==> src/hdl/mrf_pkg.sv <==
// Shared types and constants for the message ring FIFO.
// Depends on nothing; every other file of the block imports it.
package mrf_pkg;

   localparam int SLOTS_DEFAULT         = 16;
   localparam int MESSAGE_BYTES_DEFAULT = 32;

   // Width of lengths, offsets, limits and byte counts (up to 127 bytes).
   localparam int LEN_W = 7;
   // Widest slot index carried through the job queue (up to 1024 slots).
   localparam int SLOT_IDX_MAX_W = 10;

   localparam int QUEUE_DEPTH = 4;
   localparam int QPTR_W      = $clog2(QUEUE_DEPTH);
   localparam int QCNT_W      = $clog2(QUEUE_DEPTH + 1);
   // Read jobs that can be outstanding: the queue plus the one in the back end.
   localparam int RDP_W       = $clog2(QUEUE_DEPTH + 2);

   localparam logic CMD_WRITE = 1'b0;
   localparam logic CMD_READ  = 1'b1;

   typedef enum logic [1:0] {
      ST_STORED  = 2'd0,
      ST_REFUSED = 2'd1,
      ST_BYTE    = 2'd2,
      ST_NOTHING = 2'd3
   } status_type;

   typedef enum logic {
      JOB_RESULT = 1'b0,
      JOB_READ   = 1'b1
   } job_kind_type;

   typedef enum logic [1:0] {
      BK_IDLE = 2'd0,
      BK_LEN  = 2'd1,
      BK_RUN  = 2'd2
   } back_state_type;

   typedef struct packed {
      job_kind_type              kind;
      status_type                status;
      logic [LEN_W-1:0]          count;
      logic [SLOT_IDX_MAX_W-1:0] slot;
      logic [LEN_W-1:0]          limit;
   } job_type;

   typedef struct packed {
      status_type       status;
      logic [7:0]       data;
      logic [LEN_W-1:0] count;
      logic             last;
   } rsp_type;

endpackage

==> src/hdl/mrf_if.sv <==
// Valid/ready channel interfaces for the request and response sides.
// Depends on mrf_pkg for the field widths.
interface mrf_req_if
   import mrf_pkg::*;
   ();
   logic             valid;
   logic             ready;
   logic             command;
   logic [7:0]       data_byte;
   logic             has_byte;
   logic             end_of_message;
   logic [LEN_W-1:0] read_limit;

   modport source (output valid, command, data_byte, has_byte, end_of_message,
                   read_limit, input ready);
   modport sink   (input valid, command, data_byte, has_byte, end_of_message,
                   read_limit, output ready);
endinterface

interface mrf_rsp_if
   import mrf_pkg::*;
   ();
   logic             valid;
   logic             ready;
   logic [1:0]       status;
   logic [7:0]       data_byte_res;
   logic [LEN_W-1:0] byte_count;
   logic             last;

   modport source (output valid, status, data_byte_res, byte_count, last,
                   input ready);
   modport sink   (input valid, status, data_byte_res, byte_count, last,
                   output ready);
endinterface

==> src/hdl/mrf_front.sv <==
// Front end: accepts request beats, tracks ring pointers and the open message,
// writes message bytes and lengths, and queues result and read jobs.
// Depends on mrf_pkg and mrf_if.
module mrf_front
   import mrf_pkg::*;
#(
   parameter int SLOTS         = SLOTS_DEFAULT,
   parameter int MESSAGE_BYTES = MESSAGE_BYTES_DEFAULT,
   localparam int SLOT_W = $clog2(SLOTS),
   localparam int ADDR_W = $clog2(SLOTS * MESSAGE_BYTES)
) (
   input  logic              clock,
   input  logic              reset,
   mrf_req_if.sink           req_if,
   output logic              job_valid,
   input  logic              job_ready,
   output job_type           job,
   input  logic              read_done,
   output logic              store_we,
   output logic [ADDR_W-1:0] store_waddr,
   output logic [7:0]        store_wdata,
   output logic              len_we,
   output logic [SLOT_W-1:0] len_waddr,
   output logic [LEN_W-1:0]  len_wdata
);
   localparam int OCC_W = $clog2(SLOTS + 1);

   logic [SLOT_W-1:0] rslot_ff, rslot_in, wslot_ff, wslot_in;
   logic [OCC_W-1:0]  occ_ff, occ_in;
   logic [LEN_W-1:0]  off_ff, off_in;
   logic              in_msg_ff, in_msg_in;
   logic              refused_ff, refused_in;
   logic [RDP_W-1:0]  rdp_ff, rdp_in;

   logic             accept, is_write, start, refused, take, read_ok;
   logic [LEN_W-1:0] off, off_new;

   // Writes wait while any read job is in flight, so the back end never
   // reads a slot that is being refilled.
   assign req_if.ready = job_ready && (req_if.command == CMD_READ || rdp_ff == '0);
   assign accept   = req_if.valid && req_if.ready;
   assign is_write = req_if.command == CMD_WRITE;

   assign start   = !in_msg_ff;
   assign refused = start ? (occ_ff >= OCC_W'(SLOTS)) : refused_ff;
   assign off     = start ? '0 : off_ff;
   assign take    = req_if.has_byte && !refused && (off < LEN_W'(MESSAGE_BYTES));
   assign off_new = take ? off + LEN_W'(1) : off;
   assign read_ok = (occ_ff != '0) && (req_if.read_limit != '0);

   assign store_we    = accept && is_write && take;
   assign store_waddr = ADDR_W'(wslot_ff) * ADDR_W'(MESSAGE_BYTES) + ADDR_W'(off);
   assign store_wdata = req_if.data_byte;
   assign len_we      = accept && is_write && req_if.end_of_message && !refused;
   assign len_waddr   = wslot_ff;
   assign len_wdata   = off_new;

   always_comb begin
      job        = '0;
      job_valid  = 1'b0;
      rslot_in   = rslot_ff;
      wslot_in   = wslot_ff;
      occ_in     = occ_ff;
      off_in     = off_ff;
      in_msg_in  = in_msg_ff;
      refused_in = refused_ff;
      if (accept) begin
         if (is_write) begin
            in_msg_in  = 1'b1;
            refused_in = refused;
            off_in     = off_new;
            if (req_if.end_of_message) begin
               job_valid  = 1'b1;
               job.kind   = JOB_RESULT;
               in_msg_in  = 1'b0;
               refused_in = 1'b0;
               off_in     = '0;
               if (refused) begin
                  job.status = ST_REFUSED;
               end else begin
                  job.status = ST_STORED;
                  job.count  = off_new;
                  wslot_in   = (wslot_ff == SLOT_W'(SLOTS - 1)) ? '0 : wslot_ff + SLOT_W'(1);
                  occ_in     = occ_ff + OCC_W'(1);
               end
            end
         end else begin
            job_valid = 1'b1;
            if (read_ok) begin
               job.kind  = JOB_READ;
               job.slot  = SLOT_IDX_MAX_W'(rslot_ff);
               job.limit = req_if.read_limit;
               rslot_in  = (rslot_ff == SLOT_W'(SLOTS - 1)) ? '0 : rslot_ff + SLOT_W'(1);
               occ_in    = occ_ff - OCC_W'(1);
            end else begin
               job.kind   = JOB_RESULT;
               job.status = ST_NOTHING;
            end
         end
      end
   end

   always_comb begin
      rdp_in = rdp_ff;
      if (accept && !is_write && read_ok) begin
         rdp_in = rdp_in + RDP_W'(1);
      end
      if (read_done) begin
         rdp_in = rdp_in - RDP_W'(1);
      end
   end

   always_ff @(posedge clock) begin
      if (reset) begin
         rslot_ff   <= '0;
         wslot_ff   <= '0;
         occ_ff     <= '0;
         off_ff     <= '0;
         in_msg_ff  <= 1'b0;
         refused_ff <= 1'b0;
         rdp_ff     <= '0;
      end else begin
         rslot_ff   <= rslot_in;
         wslot_ff   <= wslot_in;
         occ_ff     <= occ_in;
         off_ff     <= off_in;
         in_msg_ff  <= in_msg_in;
         refused_ff <= refused_in;
         rdp_ff     <= rdp_in;
      end
   end

endmodule

==> src/hdl/mrf_queue.sv <==
// Short job queue between the front end and the back end.
// Depends on mrf_pkg for the job type and depth.
module mrf_queue
   import mrf_pkg::*;
(
   input  logic    clock,
   input  logic    reset,
   input  logic    push_valid,
   output logic    push_ready,
   input  job_type push_job,
   output logic    pop_valid,
   input  logic    pop_ready,
   output job_type pop_job
);
   job_type           slot_ff [QUEUE_DEPTH];
   logic [QPTR_W-1:0] wptr_ff, wptr_in, rptr_ff, rptr_in;
   logic [QCNT_W-1:0] cnt_ff, cnt_in;
   logic              push, pop;

   assign push_ready = cnt_ff != QCNT_W'(QUEUE_DEPTH);
   assign pop_valid  = cnt_ff != '0;
   assign pop_job    = slot_ff[rptr_ff];
   assign push       = push_valid && push_ready;
   assign pop        = pop_valid && pop_ready;

   always_comb begin
      wptr_in = push ? wptr_ff + QPTR_W'(1) : wptr_ff;
      rptr_in = pop ? rptr_ff + QPTR_W'(1) : rptr_ff;
      cnt_in  = cnt_ff + QCNT_W'(push) - QCNT_W'(pop);
   end

   always_ff @(posedge clock) begin
      if (reset) begin
         wptr_ff <= '0;
         rptr_ff <= '0;
         cnt_ff  <= '0;
      end else begin
         wptr_ff <= wptr_in;
         rptr_ff <= rptr_in;
         cnt_ff  <= cnt_in;
      end
   end

   always_ff @(posedge clock) begin
      if (push) begin
         slot_ff[wptr_ff] <= push_job;
      end
   end

endmodule

==> src/hdl/mrf_back.sv <==
// Back end: holds the message and length memories, carries out queued jobs
// and drives response beats through a two-entry output buffer.
// Depends on mrf_pkg and mrf_if.
module mrf_back
   import mrf_pkg::*;
#(
   parameter int SLOTS         = SLOTS_DEFAULT,
   parameter int MESSAGE_BYTES = MESSAGE_BYTES_DEFAULT,
   localparam int SLOT_W = $clog2(SLOTS),
   localparam int ADDR_W = $clog2(SLOTS * MESSAGE_BYTES)
) (
   input  logic              clock,
   input  logic              reset,
   input  logic              job_valid,
   output logic              job_ready,
   input  job_type           job,
   output logic              read_done,
   input  logic              store_we,
   input  logic [ADDR_W-1:0] store_waddr,
   input  logic [7:0]        store_wdata,
   input  logic              len_we,
   input  logic [SLOT_W-1:0] len_waddr,
   input  logic [LEN_W-1:0]  len_wdata,
   mrf_rsp_if.source         rsp_if
);
   logic [7:0]       store_mem [SLOTS * MESSAGE_BYTES];
   logic [LEN_W-1:0] len_mem   [SLOTS];
   logic [7:0]       st_rdata_ff;
   logic [LEN_W-1:0] len_rdata_ff;

   back_state_type    state_ff, state_in;
   logic [SLOT_W-1:0] slot_ff, slot_in;
   logic [LEN_W-1:0]  limit_ff, limit_in;
   logic [LEN_W-1:0]  n_ff, n_in, idx_ff, idx_in;
   logic [ADDR_W-1:0] base_ff, base_in;
   logic              rd_pend_ff, rd_pend_in, rd_last_ff, rd_last_in;

   rsp_type    out0_ff, out0_in, out1_ff, out1_in;
   logic [1:0] ocnt_ff, ocnt_in;

   logic             pop, can_direct, can_issue;
   logic [1:0]       cnt_after_pop;
   logic [LEN_W-1:0] lim_c, len_c, n_calc;
   logic             direct_push, push;
   rsp_type          direct_data, push_data;
   logic             len_re, st_re;
   logic [ADDR_W-1:0] st_raddr;

   // Both limit and stored length are clamped to the slot size.
   assign lim_c  = (limit_ff > LEN_W'(MESSAGE_BYTES)) ? LEN_W'(MESSAGE_BYTES) : limit_ff;
   assign len_c  = (len_rdata_ff > LEN_W'(MESSAGE_BYTES)) ? LEN_W'(MESSAGE_BYTES)
                                                          : len_rdata_ff;
   assign n_calc = (lim_c < len_c) ? lim_c : len_c;

   assign pop           = (ocnt_ff != 2'd0) && rsp_if.ready;
   assign cnt_after_pop = ocnt_ff - 2'(pop);
   // A store read lands in the following cycle, so it needs room after that landing.
   assign can_direct    = !rd_pend_ff && (cnt_after_pop < 2'd2);
   assign can_issue     = rd_pend_ff ? (cnt_after_pop == 2'd0) : (cnt_after_pop < 2'd2);

   // Next state.
   always_comb begin
      state_in = state_ff;
      case (state_ff)
         BK_IDLE: begin
            if (job_valid && job.kind == JOB_READ) begin
               state_in = BK_LEN;
            end
         end
         BK_LEN: begin
            if (n_calc != '0) begin
               state_in = BK_RUN;
            end else if (can_direct) begin
               state_in = BK_IDLE;
            end
         end
         BK_RUN: begin
            if (can_issue && idx_ff + LEN_W'(1) == n_ff) begin
               state_in = BK_IDLE;
            end
         end
         default: state_in = BK_IDLE;
      endcase
   end

   // Outputs of the sequencer.
   always_comb begin
      job_ready   = 1'b0;
      read_done   = 1'b0;
      direct_push = 1'b0;
      direct_data = '0;
      len_re      = 1'b0;
      st_re       = 1'b0;
      st_raddr    = base_ff + ADDR_W'(idx_ff);
      slot_in     = slot_ff;
      limit_in    = limit_ff;
      n_in        = n_ff;
      idx_in      = idx_ff;
      base_in     = base_ff;
      rd_pend_in  = 1'b0;
      rd_last_in  = rd_last_ff;
      case (state_ff)
         BK_IDLE: begin
            if (job_valid) begin
               if (job.kind == JOB_READ) begin
                  job_ready = 1'b1;
                  len_re    = 1'b1;
                  slot_in   = job.slot[SLOT_W-1:0];
                  limit_in  = job.limit;
               end else if (can_direct) begin
                  job_ready          = 1'b1;
                  direct_push        = 1'b1;
                  direct_data.status = job.status;
                  direct_data.count  = job.count;
                  direct_data.last   = 1'b1;
               end
            end
         end
         BK_LEN: begin
            base_in = ADDR_W'(slot_ff) * ADDR_W'(MESSAGE_BYTES);
            n_in    = n_calc;
            idx_in  = '0;
            if (n_calc == '0 && can_direct) begin
               // A zero-length message is consumed and answers with nothing.
               read_done          = 1'b1;
               direct_push        = 1'b1;
               direct_data.status = ST_NOTHING;
               direct_data.last   = 1'b1;
            end
         end
         BK_RUN: begin
            if (can_issue) begin
               st_re      = 1'b1;
               rd_pend_in = 1'b1;
               rd_last_in = idx_ff + LEN_W'(1) == n_ff;
               idx_in     = idx_ff + LEN_W'(1);
               read_done  = idx_ff + LEN_W'(1) == n_ff;
            end
         end
         default: begin
         end
      endcase
   end

   always_comb begin
      push_data        = direct_data;
      push             = direct_push;
      if (rd_pend_ff) begin
         push             = 1'b1;
         push_data.status = ST_BYTE;
         push_data.data   = st_rdata_ff;
         push_data.count  = n_ff;
         push_data.last   = rd_last_ff;
      end
   end

   always_comb begin
      out0_in = out0_ff;
      out1_in = out1_ff;
      if (pop) begin
         out0_in = out1_ff;
      end
      if (push) begin
         if (cnt_after_pop == 2'd0) begin
            out0_in = push_data;
         end else begin
            out1_in = push_data;
         end
      end
      ocnt_in = cnt_after_pop + 2'(push);
   end

   assign rsp_if.valid         = ocnt_ff != 2'd0;
   assign rsp_if.status        = out0_ff.status;
   assign rsp_if.data_byte_res = out0_ff.data;
   assign rsp_if.byte_count    = out0_ff.count;
   assign rsp_if.last          = out0_ff.last;

   always_ff @(posedge clock) begin
      if (reset) begin
         state_ff   <= BK_IDLE;
         rd_pend_ff <= 1'b0;
         ocnt_ff    <= 2'd0;
      end else begin
         state_ff   <= state_in;
         rd_pend_ff <= rd_pend_in;
         ocnt_ff    <= ocnt_in;
      end
   end

   always_ff @(posedge clock) begin
      slot_ff    <= slot_in;
      limit_ff   <= limit_in;
      n_ff       <= n_in;
      idx_ff     <= idx_in;
      base_ff    <= base_in;
      rd_last_ff <= rd_last_in;
      out0_ff    <= out0_in;
      out1_ff    <= out1_in;
   end

   always_ff @(posedge clock) begin
      if (store_we) begin
         store_mem[store_waddr] <= store_wdata;
      end
      if (st_re) begin
         st_rdata_ff <= store_mem[st_raddr];
      end
   end

   always_ff @(posedge clock) begin
      if (len_we) begin
         len_mem[len_waddr] <= len_wdata;
      end
      if (len_re) begin
         len_rdata_ff <= len_mem[slot_in];
      end
   end

endmodule

==> src/hdl/message_ring_fifo.sv <==
// Message ring FIFO: a message of write beats closes with one acknowledgement;
// a read beat is queued as a job, then the back end pops it, looks up the
// length and streams the message one byte per cycle, unless the response side
// stalls, through the single read port of the byte store.
// Write beats wait while read jobs are queued or running, and a full job
// queue of four entries holds off every beat. No clearing pass follows reset.
// Depends on mrf_pkg, mrf_if, mrf_front, mrf_queue and mrf_back.
module message_ring_fifo
   import mrf_pkg::*;
#(
   parameter int SLOTS         = SLOTS_DEFAULT,
   parameter int MESSAGE_BYTES = MESSAGE_BYTES_DEFAULT
) (
   input  logic      clock,
   input  logic      reset,
   mrf_req_if.sink   req_if,
   mrf_rsp_if.source rsp_if
);
   localparam int SLOT_W = $clog2(SLOTS);
   localparam int ADDR_W = $clog2(SLOTS * MESSAGE_BYTES);

   logic              fq_valid, fq_ready, qb_valid, qb_ready, read_done;
   job_type           fq_job, qb_job;
   logic              store_we, len_we;
   logic [ADDR_W-1:0] store_waddr;
   logic [7:0]        store_wdata;
   logic [SLOT_W-1:0] len_waddr;
   logic [LEN_W-1:0]  len_wdata;

   mrf_front #(.SLOTS(SLOTS), .MESSAGE_BYTES(MESSAGE_BYTES)) u_front (
      .clock       (clock),
      .reset       (reset),
      .req_if      (req_if),
      .job_valid   (fq_valid),
      .job_ready   (fq_ready),
      .job         (fq_job),
      .read_done   (read_done),
      .store_we    (store_we),
      .store_waddr (store_waddr),
      .store_wdata (store_wdata),
      .len_we      (len_we),
      .len_waddr   (len_waddr),
      .len_wdata   (len_wdata)
   );

   mrf_queue u_queue (
      .clock      (clock),
      .reset      (reset),
      .push_valid (fq_valid),
      .push_ready (fq_ready),
      .push_job   (fq_job),
      .pop_valid  (qb_valid),
      .pop_ready  (qb_ready),
      .pop_job    (qb_job)
   );

   mrf_back #(.SLOTS(SLOTS), .MESSAGE_BYTES(MESSAGE_BYTES)) u_back (
      .clock       (clock),
      .reset       (reset),
      .job_valid   (qb_valid),
      .job_ready   (qb_ready),
      .job         (qb_job),
      .read_done   (read_done),
      .store_we    (store_we),
      .store_waddr (store_waddr),
      .store_wdata (store_wdata),
      .len_we      (len_we),
      .len_waddr   (len_waddr),
      .len_wdata   (len_wdata),
      .rsp_if      (rsp_if)
   );

endmodule

==> src/flat_wrapper.sv <==
// flat-port wrapper written by rule: the top's interface ports become plain ports
module message_ring_fifo_flat import mrf_pkg::*;
#(
   parameter int SLOTS         = SLOTS_DEFAULT,
   parameter int MESSAGE_BYTES = MESSAGE_BYTES_DEFAULT
)
  (clock, reset, req_if_valid, req_if_command, req_if_data_byte, req_if_has_byte, req_if_end_of_message, req_if_read_limit, req_if_ready, rsp_if_valid, rsp_if_status, rsp_if_data_byte_res, rsp_if_byte_count, rsp_if_last, rsp_if_ready);
  mrf_req_if req_if_i ();
  mrf_rsp_if rsp_if_i ();
  input  logic clock;
  input  logic reset;
  input wire logic [$bits(req_if_i.valid)-1:0] req_if_valid;
  input wire logic [$bits(req_if_i.command)-1:0] req_if_command;
  input wire logic [$bits(req_if_i.data_byte)-1:0] req_if_data_byte;
  input wire logic [$bits(req_if_i.has_byte)-1:0] req_if_has_byte;
  input wire logic [$bits(req_if_i.end_of_message)-1:0] req_if_end_of_message;
  input wire logic [$bits(req_if_i.read_limit)-1:0] req_if_read_limit;
  output wire logic [$bits(req_if_i.ready)-1:0] req_if_ready;
  output wire logic [$bits(rsp_if_i.valid)-1:0] rsp_if_valid;
  output wire logic [$bits(rsp_if_i.status)-1:0] rsp_if_status;
  output wire logic [$bits(rsp_if_i.data_byte_res)-1:0] rsp_if_data_byte_res;
  output wire logic [$bits(rsp_if_i.byte_count)-1:0] rsp_if_byte_count;
  output wire logic [$bits(rsp_if_i.last)-1:0] rsp_if_last;
  input wire logic [$bits(rsp_if_i.ready)-1:0] rsp_if_ready;
  assign req_if_i.valid = req_if_valid;
  assign req_if_i.command = req_if_command;
  assign req_if_i.data_byte = req_if_data_byte;
  assign req_if_i.has_byte = req_if_has_byte;
  assign req_if_i.end_of_message = req_if_end_of_message;
  assign req_if_i.read_limit = req_if_read_limit;
  assign req_if_ready = req_if_i.ready;
  assign rsp_if_valid = rsp_if_i.valid;
  assign rsp_if_status = rsp_if_i.status;
  assign rsp_if_data_byte_res = rsp_if_i.data_byte_res;
  assign rsp_if_byte_count = rsp_if_i.byte_count;
  assign rsp_if_last = rsp_if_i.last;
  assign rsp_if_i.ready = rsp_if_ready;
  message_ring_fifo #(.SLOTS(SLOTS), .MESSAGE_BYTES(MESSAGE_BYTES)) u_core (.clock(clock), .reset(reset), .req_if(req_if_i), .rsp_if(rsp_if_i));
endmodule
==> config.mk <==
export PLATFORM = sky130hd
export DESIGN_NAME = message_ring_fifo_flat
export DESIGN_NICKNAME = d
export VERILOG_FILES = /design/src/hdl/mrf_pkg.sv /design/src/hdl/mrf_if.sv /design/src/hdl/mrf_front.sv /design/src/hdl/mrf_queue.sv /design/src/hdl/mrf_back.sv /design/src/hdl/message_ring_fifo.sv /design/src/flat_wrapper.sv
export SDC_FILE = /design/constraint.sdc
export NUM_CORES = 2
export LEC_CHECK = 0
export BUFFER_PORTS_ARGS = -buffer_cell sky130_fd_sc_hd__buf_2
export CAP_MARGIN = 10
export CORE_MARGIN = 3
export CORE_UTILIZATION = 50
export DETAILED_ROUTE_END_ITERATION = 10
export PLACE_DENSITY = 0.65
export SLEW_MARGIN = 30
export SYNTH_ARGS = -nofsm -noshare
export SYNTH_HDL_FRONTEND = slang
export SYNTH_MEMORY_MAX_BITS = 65536
export SYNTH_SLANG_ARGS = --single-unit
==> constraint.sdc <==
create_clock -name clock -period 7.3 [get_ports clock]
set_clock_uncertainty 0.1 [all_clocks]
set_input_delay 0.365 -clock clock [delete_from_list [all_inputs] [get_ports clock]]
set_output_delay 0.365 -clock clock [all_outputs]
set_load 0.02 [all_outputs]
## Word level (Yosys, flattened, before mapping)

Memory sizes are Yosys's and may differ from the RTL's. A register that Yosys moved wholly into a read port is not among the register bits.
Cells that the tools add are included.

- $add $sub $neg: 16
- Bitwise logic cells: 3
- Magnitude comparators: 6
- Equality and inequality tests: 12
- Reductions and logical operators: 41
- Multiplexer cells: 79

Operator list:

| kind | number |
|---|---|
| $mux 18 | 4 |
| $mux 7 | 10 |
| $mux 8 | 4 |
| $mux 1 | 29 |
| $mux 27 | 1 |
| $mux 11 | 2 |
| $mux 2 | 11 |
| $mux 4 | 5 |
| $mux 5 | 4 |
| $add 9x7->9 | 2 |
| $logic_and 1x1->1 | 18 |
| $add 7x1->7 const B | 2 |
| $gt 7x6->1 const B | 2 |
| $pmux 7 s2 | 1 |
| $reduce_bool 7->1 | 2 |
| $mux 3 | 3 |
| $reduce_and 3->1 | 3 |
| $add 4x1->4 const B | 2 |
| $eq 4x4->1 const B | 2 |
| $ne 2x2->1 const B | 4 |
| $reduce_and 2->1 | 4 |
| $reduce_and 4->1 | 2 |
| $eq 7x7->1 | 1 |
| $logic_not 7->1 | 1 |
| 28 further kinds | 38 |

- Memory bits (writable): 4316
- Memories kept: 3
- Output and inout bits: 20
- Logic and storage cells: 187
- Register bits after elaboration: 103

Memory list:

| name | depth | bits a word | rd ports | clocked after memory_dff | write ports | line | text |
|---|---|---|---|---|---|---|---|
| u_core.u_back.store_mem | 512 | 8 | 1 | 1 | 1 | mrf_back.sv:26 | `logic [7:0] store_mem [SLOTS * MESSAGE_BYTES];` |
| u_core.u_back.len_mem | 16 | 7 | 1 | 1 | 1 | mrf_back.sv:27 | `logic [LEN_W-1:0] len_mem [SLOTS];` |
| u_core.u_queue.slot_ff | 4 | 27 | 1 | 1 | 1 | mrf_queue.sv:15 | `job_type slot_ff [QUEUE_DEPTH];` |

## Logic depth before layout (Yosys ltp)

- Depth after elaboration: 12
- Depth in mapped cells: 16
- Gate-level depth less buffers: 15

## Modules after synthesis

Synthesis repeated with hierarchy kept, for this count alone.

- Cell total of the unflattened synthesis: 9171
- Area, all modules: 174422.3 um^2

By module, submodules not included:

| module | cells an instance | instances | area an instance (um^2) |
|---|---|---|---|
| mrf_back | 8741 | 1 | 168137.5 |
| mrf_queue | 190 | 1 | 4413.0 |
| mrf_front | 240 | 1 | 1871.8 |

## Worst setup path before layout

No wires, ideal clock.

- Path kind: reg-to-reg
- Start: register u_core.u_back.ocnt_ff[1]
- End: register u_core.u_back.out1_ff[0] in the netlist's numbering (enable)
- Buffers on the path: 1
- Stages on the path, launching flop included: 12
- Arrival: 3.546 ns
- Path slack: 3.262 ns
- Cell sequence: dfxtp_1 or2_2 nand2_1 clkbuf_1 inv_1 ha_1 xnor2_1 and2_1 nand2_1 or2_2 and3_1 nor2_1

- Cells in the longest elaborated chain, start to end: 11
- Elaborated cells on any way between the ends: 15

Ends and longest elaborated chain:

| element | line | text |
|---|---|---|
| start: declaration | mrf_back.sv:39 | `logic [1:0] ocnt_ff, ocnt_in;` |
| start signal: assignment | mrf_back.sv:187 | `ocnt_ff <= ocnt_in;` |
| $reduce_bool 2->1 * | n/a |  |
| via rsp_if_valid | flat_wrapper.sv:19 | `output wire logic [$bits(rsp_if_i.valid)-1:0] rsp_if_valid;` |
| $logic_and 1x1->1 * | mrf_back.sv:55 | `assign pop = (ocnt_ff != 2'd0) && rsp_if.ready;` |
| $sub 2x1->2 * | mrf_back.sv:56 | `assign cnt_after_pop = ocnt_ff - 2'(pop);` |
| $lt 2x2->1 | mrf_back.sv:58 | `assign can_direct = !rd_pend_ff && (cnt_after_pop < 2'd2);` |
| $logic_and 1x1->1 | mrf_back.sv:58 |  |
| $mux 1 | mrf_back.sv:110 | `end else if (can_direct) begin` |
| $mux 1 | mrf_back.sv:105 | `if (job.kind == JOB_READ) begin` |
| $mux 1 | mrf_back.sv:104 | `if (job_valid) begin` |
| $pmux 1 s2 | mrf_back.sv:102 | `case (state_ff)` |
| $mux 1 | mrf_back.sv:148 | `if (rd_pend_ff) begin` |
| $reduce_and 2->1 (no line) * | n/a |  |
| end signal: assignment | mrf_back.sv:199 | `out1_ff <= out1_in;` |
| end: declaration | mrf_back.sv:38 | `rsp_type out0_ff, out0_in, out1_ff, out1_in;` |

Mark *: on every way through the listed nets, which the timed path passes. The rest lies on a longest branch.
A chain may end at the register's enable or synchronous reset.

## Worst setup path in the final report

- Start: register u_core.u_back.idx_ff[1]
- End: register u_core.u_back.st_rdata_ff[1] (read register of u_core.u_back.store_mem), data pin

- Cells in the longest elaborated chain, start to end: 1

Ends and longest elaborated chain:

| element | line | text |
|---|---|---|
| start: declaration | mrf_back.sv:34 | `logic [LEN_W-1:0] n_ff, n_in, idx_ff, idx_in;` |
| start signal: assignment | mrf_back.sv:195 | `idx_ff <= idx_in;` |
| $add 9x7->9 | mrf_back.sv:94 | `st_raddr = base_ff + ADDR_W'(idx_ff);` |
| end: declaration | mrf_back.sv:28 | `logic [7:0] st_rdata_ff;` |

Every way passes these cells.

==> metrics.log <==
INFO  metric placeableCoreArea = approximately 340000 um^2
INFO  metric cap_violations = 0
INFO  metric worst-setup-path-type = register to register
INFO  metric timing.critical_path.required = 8.06 ns
INFO  metric cts-buffers-inserted = roughly 430
INFO  metric unrepaired_setup_endpoints_after_global_routing = false
INFO  metric timing.rr.start = u_core.u_back.idx_ff[1]
INFO  metric globalRoute.busiestLayer = met2
INFO  metric globalRouteTotalUtil = 0.2583
INFO  metric register_to_register_setup_slack = 2.28 ns
INFO  metric netlist_instances = 8945
INFO  metric htree_num_levels = 5
INFO  metric worst_slack = approximately 2.3 ns
INFO  metric post_route_cells_drive_above_1_share = 0.1708
INFO  metric globalRouteMet2Util = 0.3987
INFO  metric clock_sinks = approximately 4.4k
INFO  metric layoutNonFillerInstCount = between 10k and 15k
INFO  metric place_worst_setup_slack = about 2.3 ns
INFO  metric vias = 91.12k
INFO  metric clk_pin_slew_worst_paths = ~0.06 ns
INFO  metric tightest_slew = 1.105 ns
INFO  metric nFillCells = 25.37k
INFO  metric setup.worst_path.end_class = register
INFO  metric worst_hold_path.num_cells = 4
INFO  metric fp-row-count = between 200 and 250
INFO  metric hold_viol = 0
INFO  metric postSynth.asyncResetShare = 0
INFO  metric clock_tree.buffer_depth = 4
INFO  metric power_switching = 20.37 mW
INFO  metric grt_max_degree = roughly 200
INFO  metric synth_edf_count = about 4.4k
INFO  metric layout-area-overhead-vs-synth = 11.31%
INFO  metric wl_per_cell = ~33 um
INFO  metric cellInternalPower = roughly 47 mW
INFO  metric synth_cell_types = roughly 90
INFO  metric power_share_of_the_sequential_group = 0.425
INFO  metric area_share_of_the_leading_cell_type_in_the_synthesized_netlist = 0.7538
INFO  metric hp-start = rsp_if_ready
INFO  metric slew_violations = 0
INFO  metric post-synth-top-count-cell = edfxtp_1
INFO  metric setup-tns-final = 0 ns
INFO  metric dp_hpwl = around 280 mm
INFO  metric comb_power_share = 0.247
INFO  metric fin_crit = about 5.0 ns
INFO  metric synth.cell_area = 173300 um^2
INFO  metric drtIter0Drc = about 12k
INFO  metric setup_viol_count_final = 0
INFO  metric met3_usage = 0.05435
INFO  metric avgViaCountPerCell = ~6.5
INFO  metric ff2ff_path_depth = 9
INFO  metric gr-usage-met1 = 0.3676
INFO  metric synthDominantAreaCellType = edfxtp_1
INFO  metric average_cell_area_after_synthesis = 19.38 um^2
INFO  metric cp_top_family = compound AO/OA/AOI/OAI gates
INFO  metric worst_ir_drop_vdd = around 0.28 mV
INFO  metric yosysWarningCount = 0
INFO  metric gp_congestion = approximately 0.95
INFO  metric synth_seq_area_share = 0.7608
INFO  metric total_chip_power = approximately 67 mW
INFO  metric yosys-top-cells-area = edfxtp_1, mux4_2, mux2i_1
INFO  metric postLayoutCoreUtil = 0.5608
INFO  metric hold-path-endpoint = u_core.u_back.rsp_if.data_byte_res[1]
INFO  metric place_inst = between 10k and 15k
INFO  metric detail_route.first_pass.iterations = 8
INFO  metric synthTopCellsByCount = edfxtp_1, mux2i_1, mux4_2
INFO  metric postSynthRegisterBits = approximately 4.4k
INFO  metric cpMaxStageDelayCell = a21oi_1
INFO  metric fmax = roughly 200 MHz
INFO  metric switching_share = 0.3044
INFO  metric design.die.area = ~350000 um^2
INFO  metric worst_hold_path_type = primary input to register
INFO  metric hold_slack = 0.04275 ns
INFO  metric postPlaceCellArea = 178800 um^2
INFO  metric cts_tree = yes
INFO  metric worstPathBufferInverterCount = 2
INFO  metric outcome = finished, final reports clean
INFO  metric grt_pass1_vias = 89.34k
INFO  metric grt_pass1_wl = approximately 660 mm
INFO  metric route.final.wire_length = between 400 and 500 mm
INFO  metric critPathMaxFanout = 37
INFO  metric dieHeight = a little under 600 um
INFO  metric power.leakage = 60.68 nW
INFO  metric layout.nets = about 9.1k
INFO  metric max_slew_margin = 0.2634
INFO  metric timing.critical_path.cells = buf_4 > nand2_4 > buf_4 > o221ai_1 > o21ai_0 > a21oi_1 > o221ai_1 > nor2_1 > and4_1
INFO  metric start_util = 0.5038
INFO  metric power.clock.fraction = 0.328
INFO  metric grt_antenna_before_repair = 20
INFO  metric cts_post_setup_buffers_inserted = 0
INFO  metric finalInstanceArea = slightly below 200000 um^2
INFO  metric max_stage_delay = a little over 0.7 ns
INFO  metric p_per_area = between 300 and 400 nW/um^2
INFO  metric floorplan.die.width = around 590 um
INFO  metric r2r-end = u_core.u_back.st_rdata_ff[1]
INFO  metric post-route-period-util = 0.6876
INFO  metric startpoint_type = register
INFO  metric synth_flop_cell = edfxtp_1
INFO  metric clkLatencyLatePin = 0.97 ns
INFO  metric grt_overflow_total = 0
INFO  metric numPortBuffers = between 40 and 50
INFO  metric cp_data_arrival_time = 5.78 ns
INFO  metric antenna_left = 0
INFO  metric drt_drc_violations_left = 0
INFO  metric io_pins = 42
INFO  metric clk_root_buffer_cell = clkbuf_16
==> placed cells by master, fill, tap and decap left out, types with 42 or more instances in the layout <==
master     netlist  final
clkbuf_16        0    436
clkinv_1         1    103
buf_12           1     54
and2_1          64     63
bufinv_16        0     42
nand2_1        155    153
mux4_2         674    674
buf_4           94    123
o22ai_1        231    230
clkbuf_1       263     94
clkinv_2         0     84
o221ai_1       321    320
o21ai_0         89     87
a21oi_1        209    207
edfxtp_1      4351   4351
dfxtp_1         61     61
nor3_1          58     49
mux2i_1        843    843
a22oi_1         82     82
nor2_1         652    648
mux2_2          42     42
==> cell type report <==
class / count / area [um^2] / share of cell area
flip-flops and latches: 4412 / 131900 / 0.6835
multi-input cells: 3939 / 38730 / 0.2007
clock buffers: 534 / 11320 / 0.05866
well taps: 4557 / 5702 / 0.02955
repair buffers: 246 / 2638 / 0.01367
clock inverters: 263 / 2484 / 0.01287
inverters: 40 / 163.9 / 0.0008495
diodes: 12 / 30.03 / 0.0001556
==> registers in the layout, indices dropped and copies added, names as in the netlist, 4 cells and up, named ones only <==
| register | flops |
|---|---|
| u_core.u_back.idx_ff | 7 |
| u_core.u_front.rslot_ff | 4 |
| u_core.u_back.st_rdata_ff | 8 |
| u_core.u_front.occ_ff | 5 |
| u_core.u_back.rsp_if.data_byte_res | 8 |
| u_core.u_front.off_ff | 7 |
| u_core.u_queue.slot_ff | 84 |
| u_core.u_back.n_ff | 7 |
| u_core.u_back.len_mem | 112 |
| u_core.u_back.store_mem | 4096 |
| u_core.u_back.len_rdata_ff | 7 |
| u_core.u_back.out1_ff | 18 |
| u_core.u_back.base_ff | 4 |
| u_core.u_back.rsp_if.byte_count | 7 |
| u_core.u_front.len_waddr | 4 |
| u_core.u_back.limit_ff | 7 |
| u_core.u_back.slot_ff | 4 |
==> layer usage <==
layer  vias up  part of all wire
li1      37260                 -
met1     47800              0.39
met2      5138              0.47
met3       912              0.10
met4        12             0.039
met5         -           0.00017
==> cell families (layout without fill, tap and decap cells) <==
family          after synthesis  after routing  synth area share
flops                      4412           4412            0.7608
fa+ha+maj                    41             41          0.003133
xor+xnor                     38             38          0.002252
simple gates               1133           1133           0.02889
compound gates             1157           1157           0.04698
other cells                   2             15        0.00004333
mux                        1567           1567            0.1396
buf+inv                     595           1083           0.01826
==> power by group through the flow <==
stage / Combinational, mW / Clock [mW] / Sequential [mW]
final: 16.6 / 21.9 / 28.4
after global routing: 17.1 / 23.2 / 28.4
after CTS: 16.3 / 22.2 / 28.4
after detailed placement: 16.3 / 0 / 29.0
after global placement: 16.1 / 0 / 28.9
after floorplan: 10.2 / 0 / 28.9
==> timing repair <==
action | CTS | global route
hold buffers | 21 | 0
resized for setup | 0 | 0
endpoints found under the hold margin | 664 | 0
==> worst max-delay path by stage <==
stage                        startpoint                            to  slack (ns)  depth (start not counted)
2_1_floorplan  u_core.u_back.ocnt_ff[1]      u_core.u_back.out1_ff[0]        3.26                         11
3_3_place_gp    u_core.u_back.idx_ff[4]  u_core.u_back.st_rdata_ff[3]        1.53                          9
3_5_place_dp    u_core.u_back.idx_ff[1]  u_core.u_back.st_rdata_ff[5]        2.26                         10
4_1_cts         u_core.u_back.idx_ff[1]  u_core.u_back.st_rdata_ff[5]        2.30                         10
5_1_grt         u_core.u_back.idx_ff[1]  u_core.u_back.st_rdata_ff[1]        2.14                          9
6_report        u_core.u_back.idx_ff[1]  u_core.u_back.st_rdata_ff[1]        2.28                          9
==> worst register-to-register path: stages (launching register included) <==
cell,delay (ns)
edfxtp_1,0.56
buf_4,0.59
nand2_4,0.53
buf_4,0.52
o221ai_1,0.32
o21ai_0,0.14
a21oi_1,0.71
o221ai_1,0.61
nor2_1,0.57
and4_1,0.27
No activity file was read; power rests on OpenSTA's default activity.
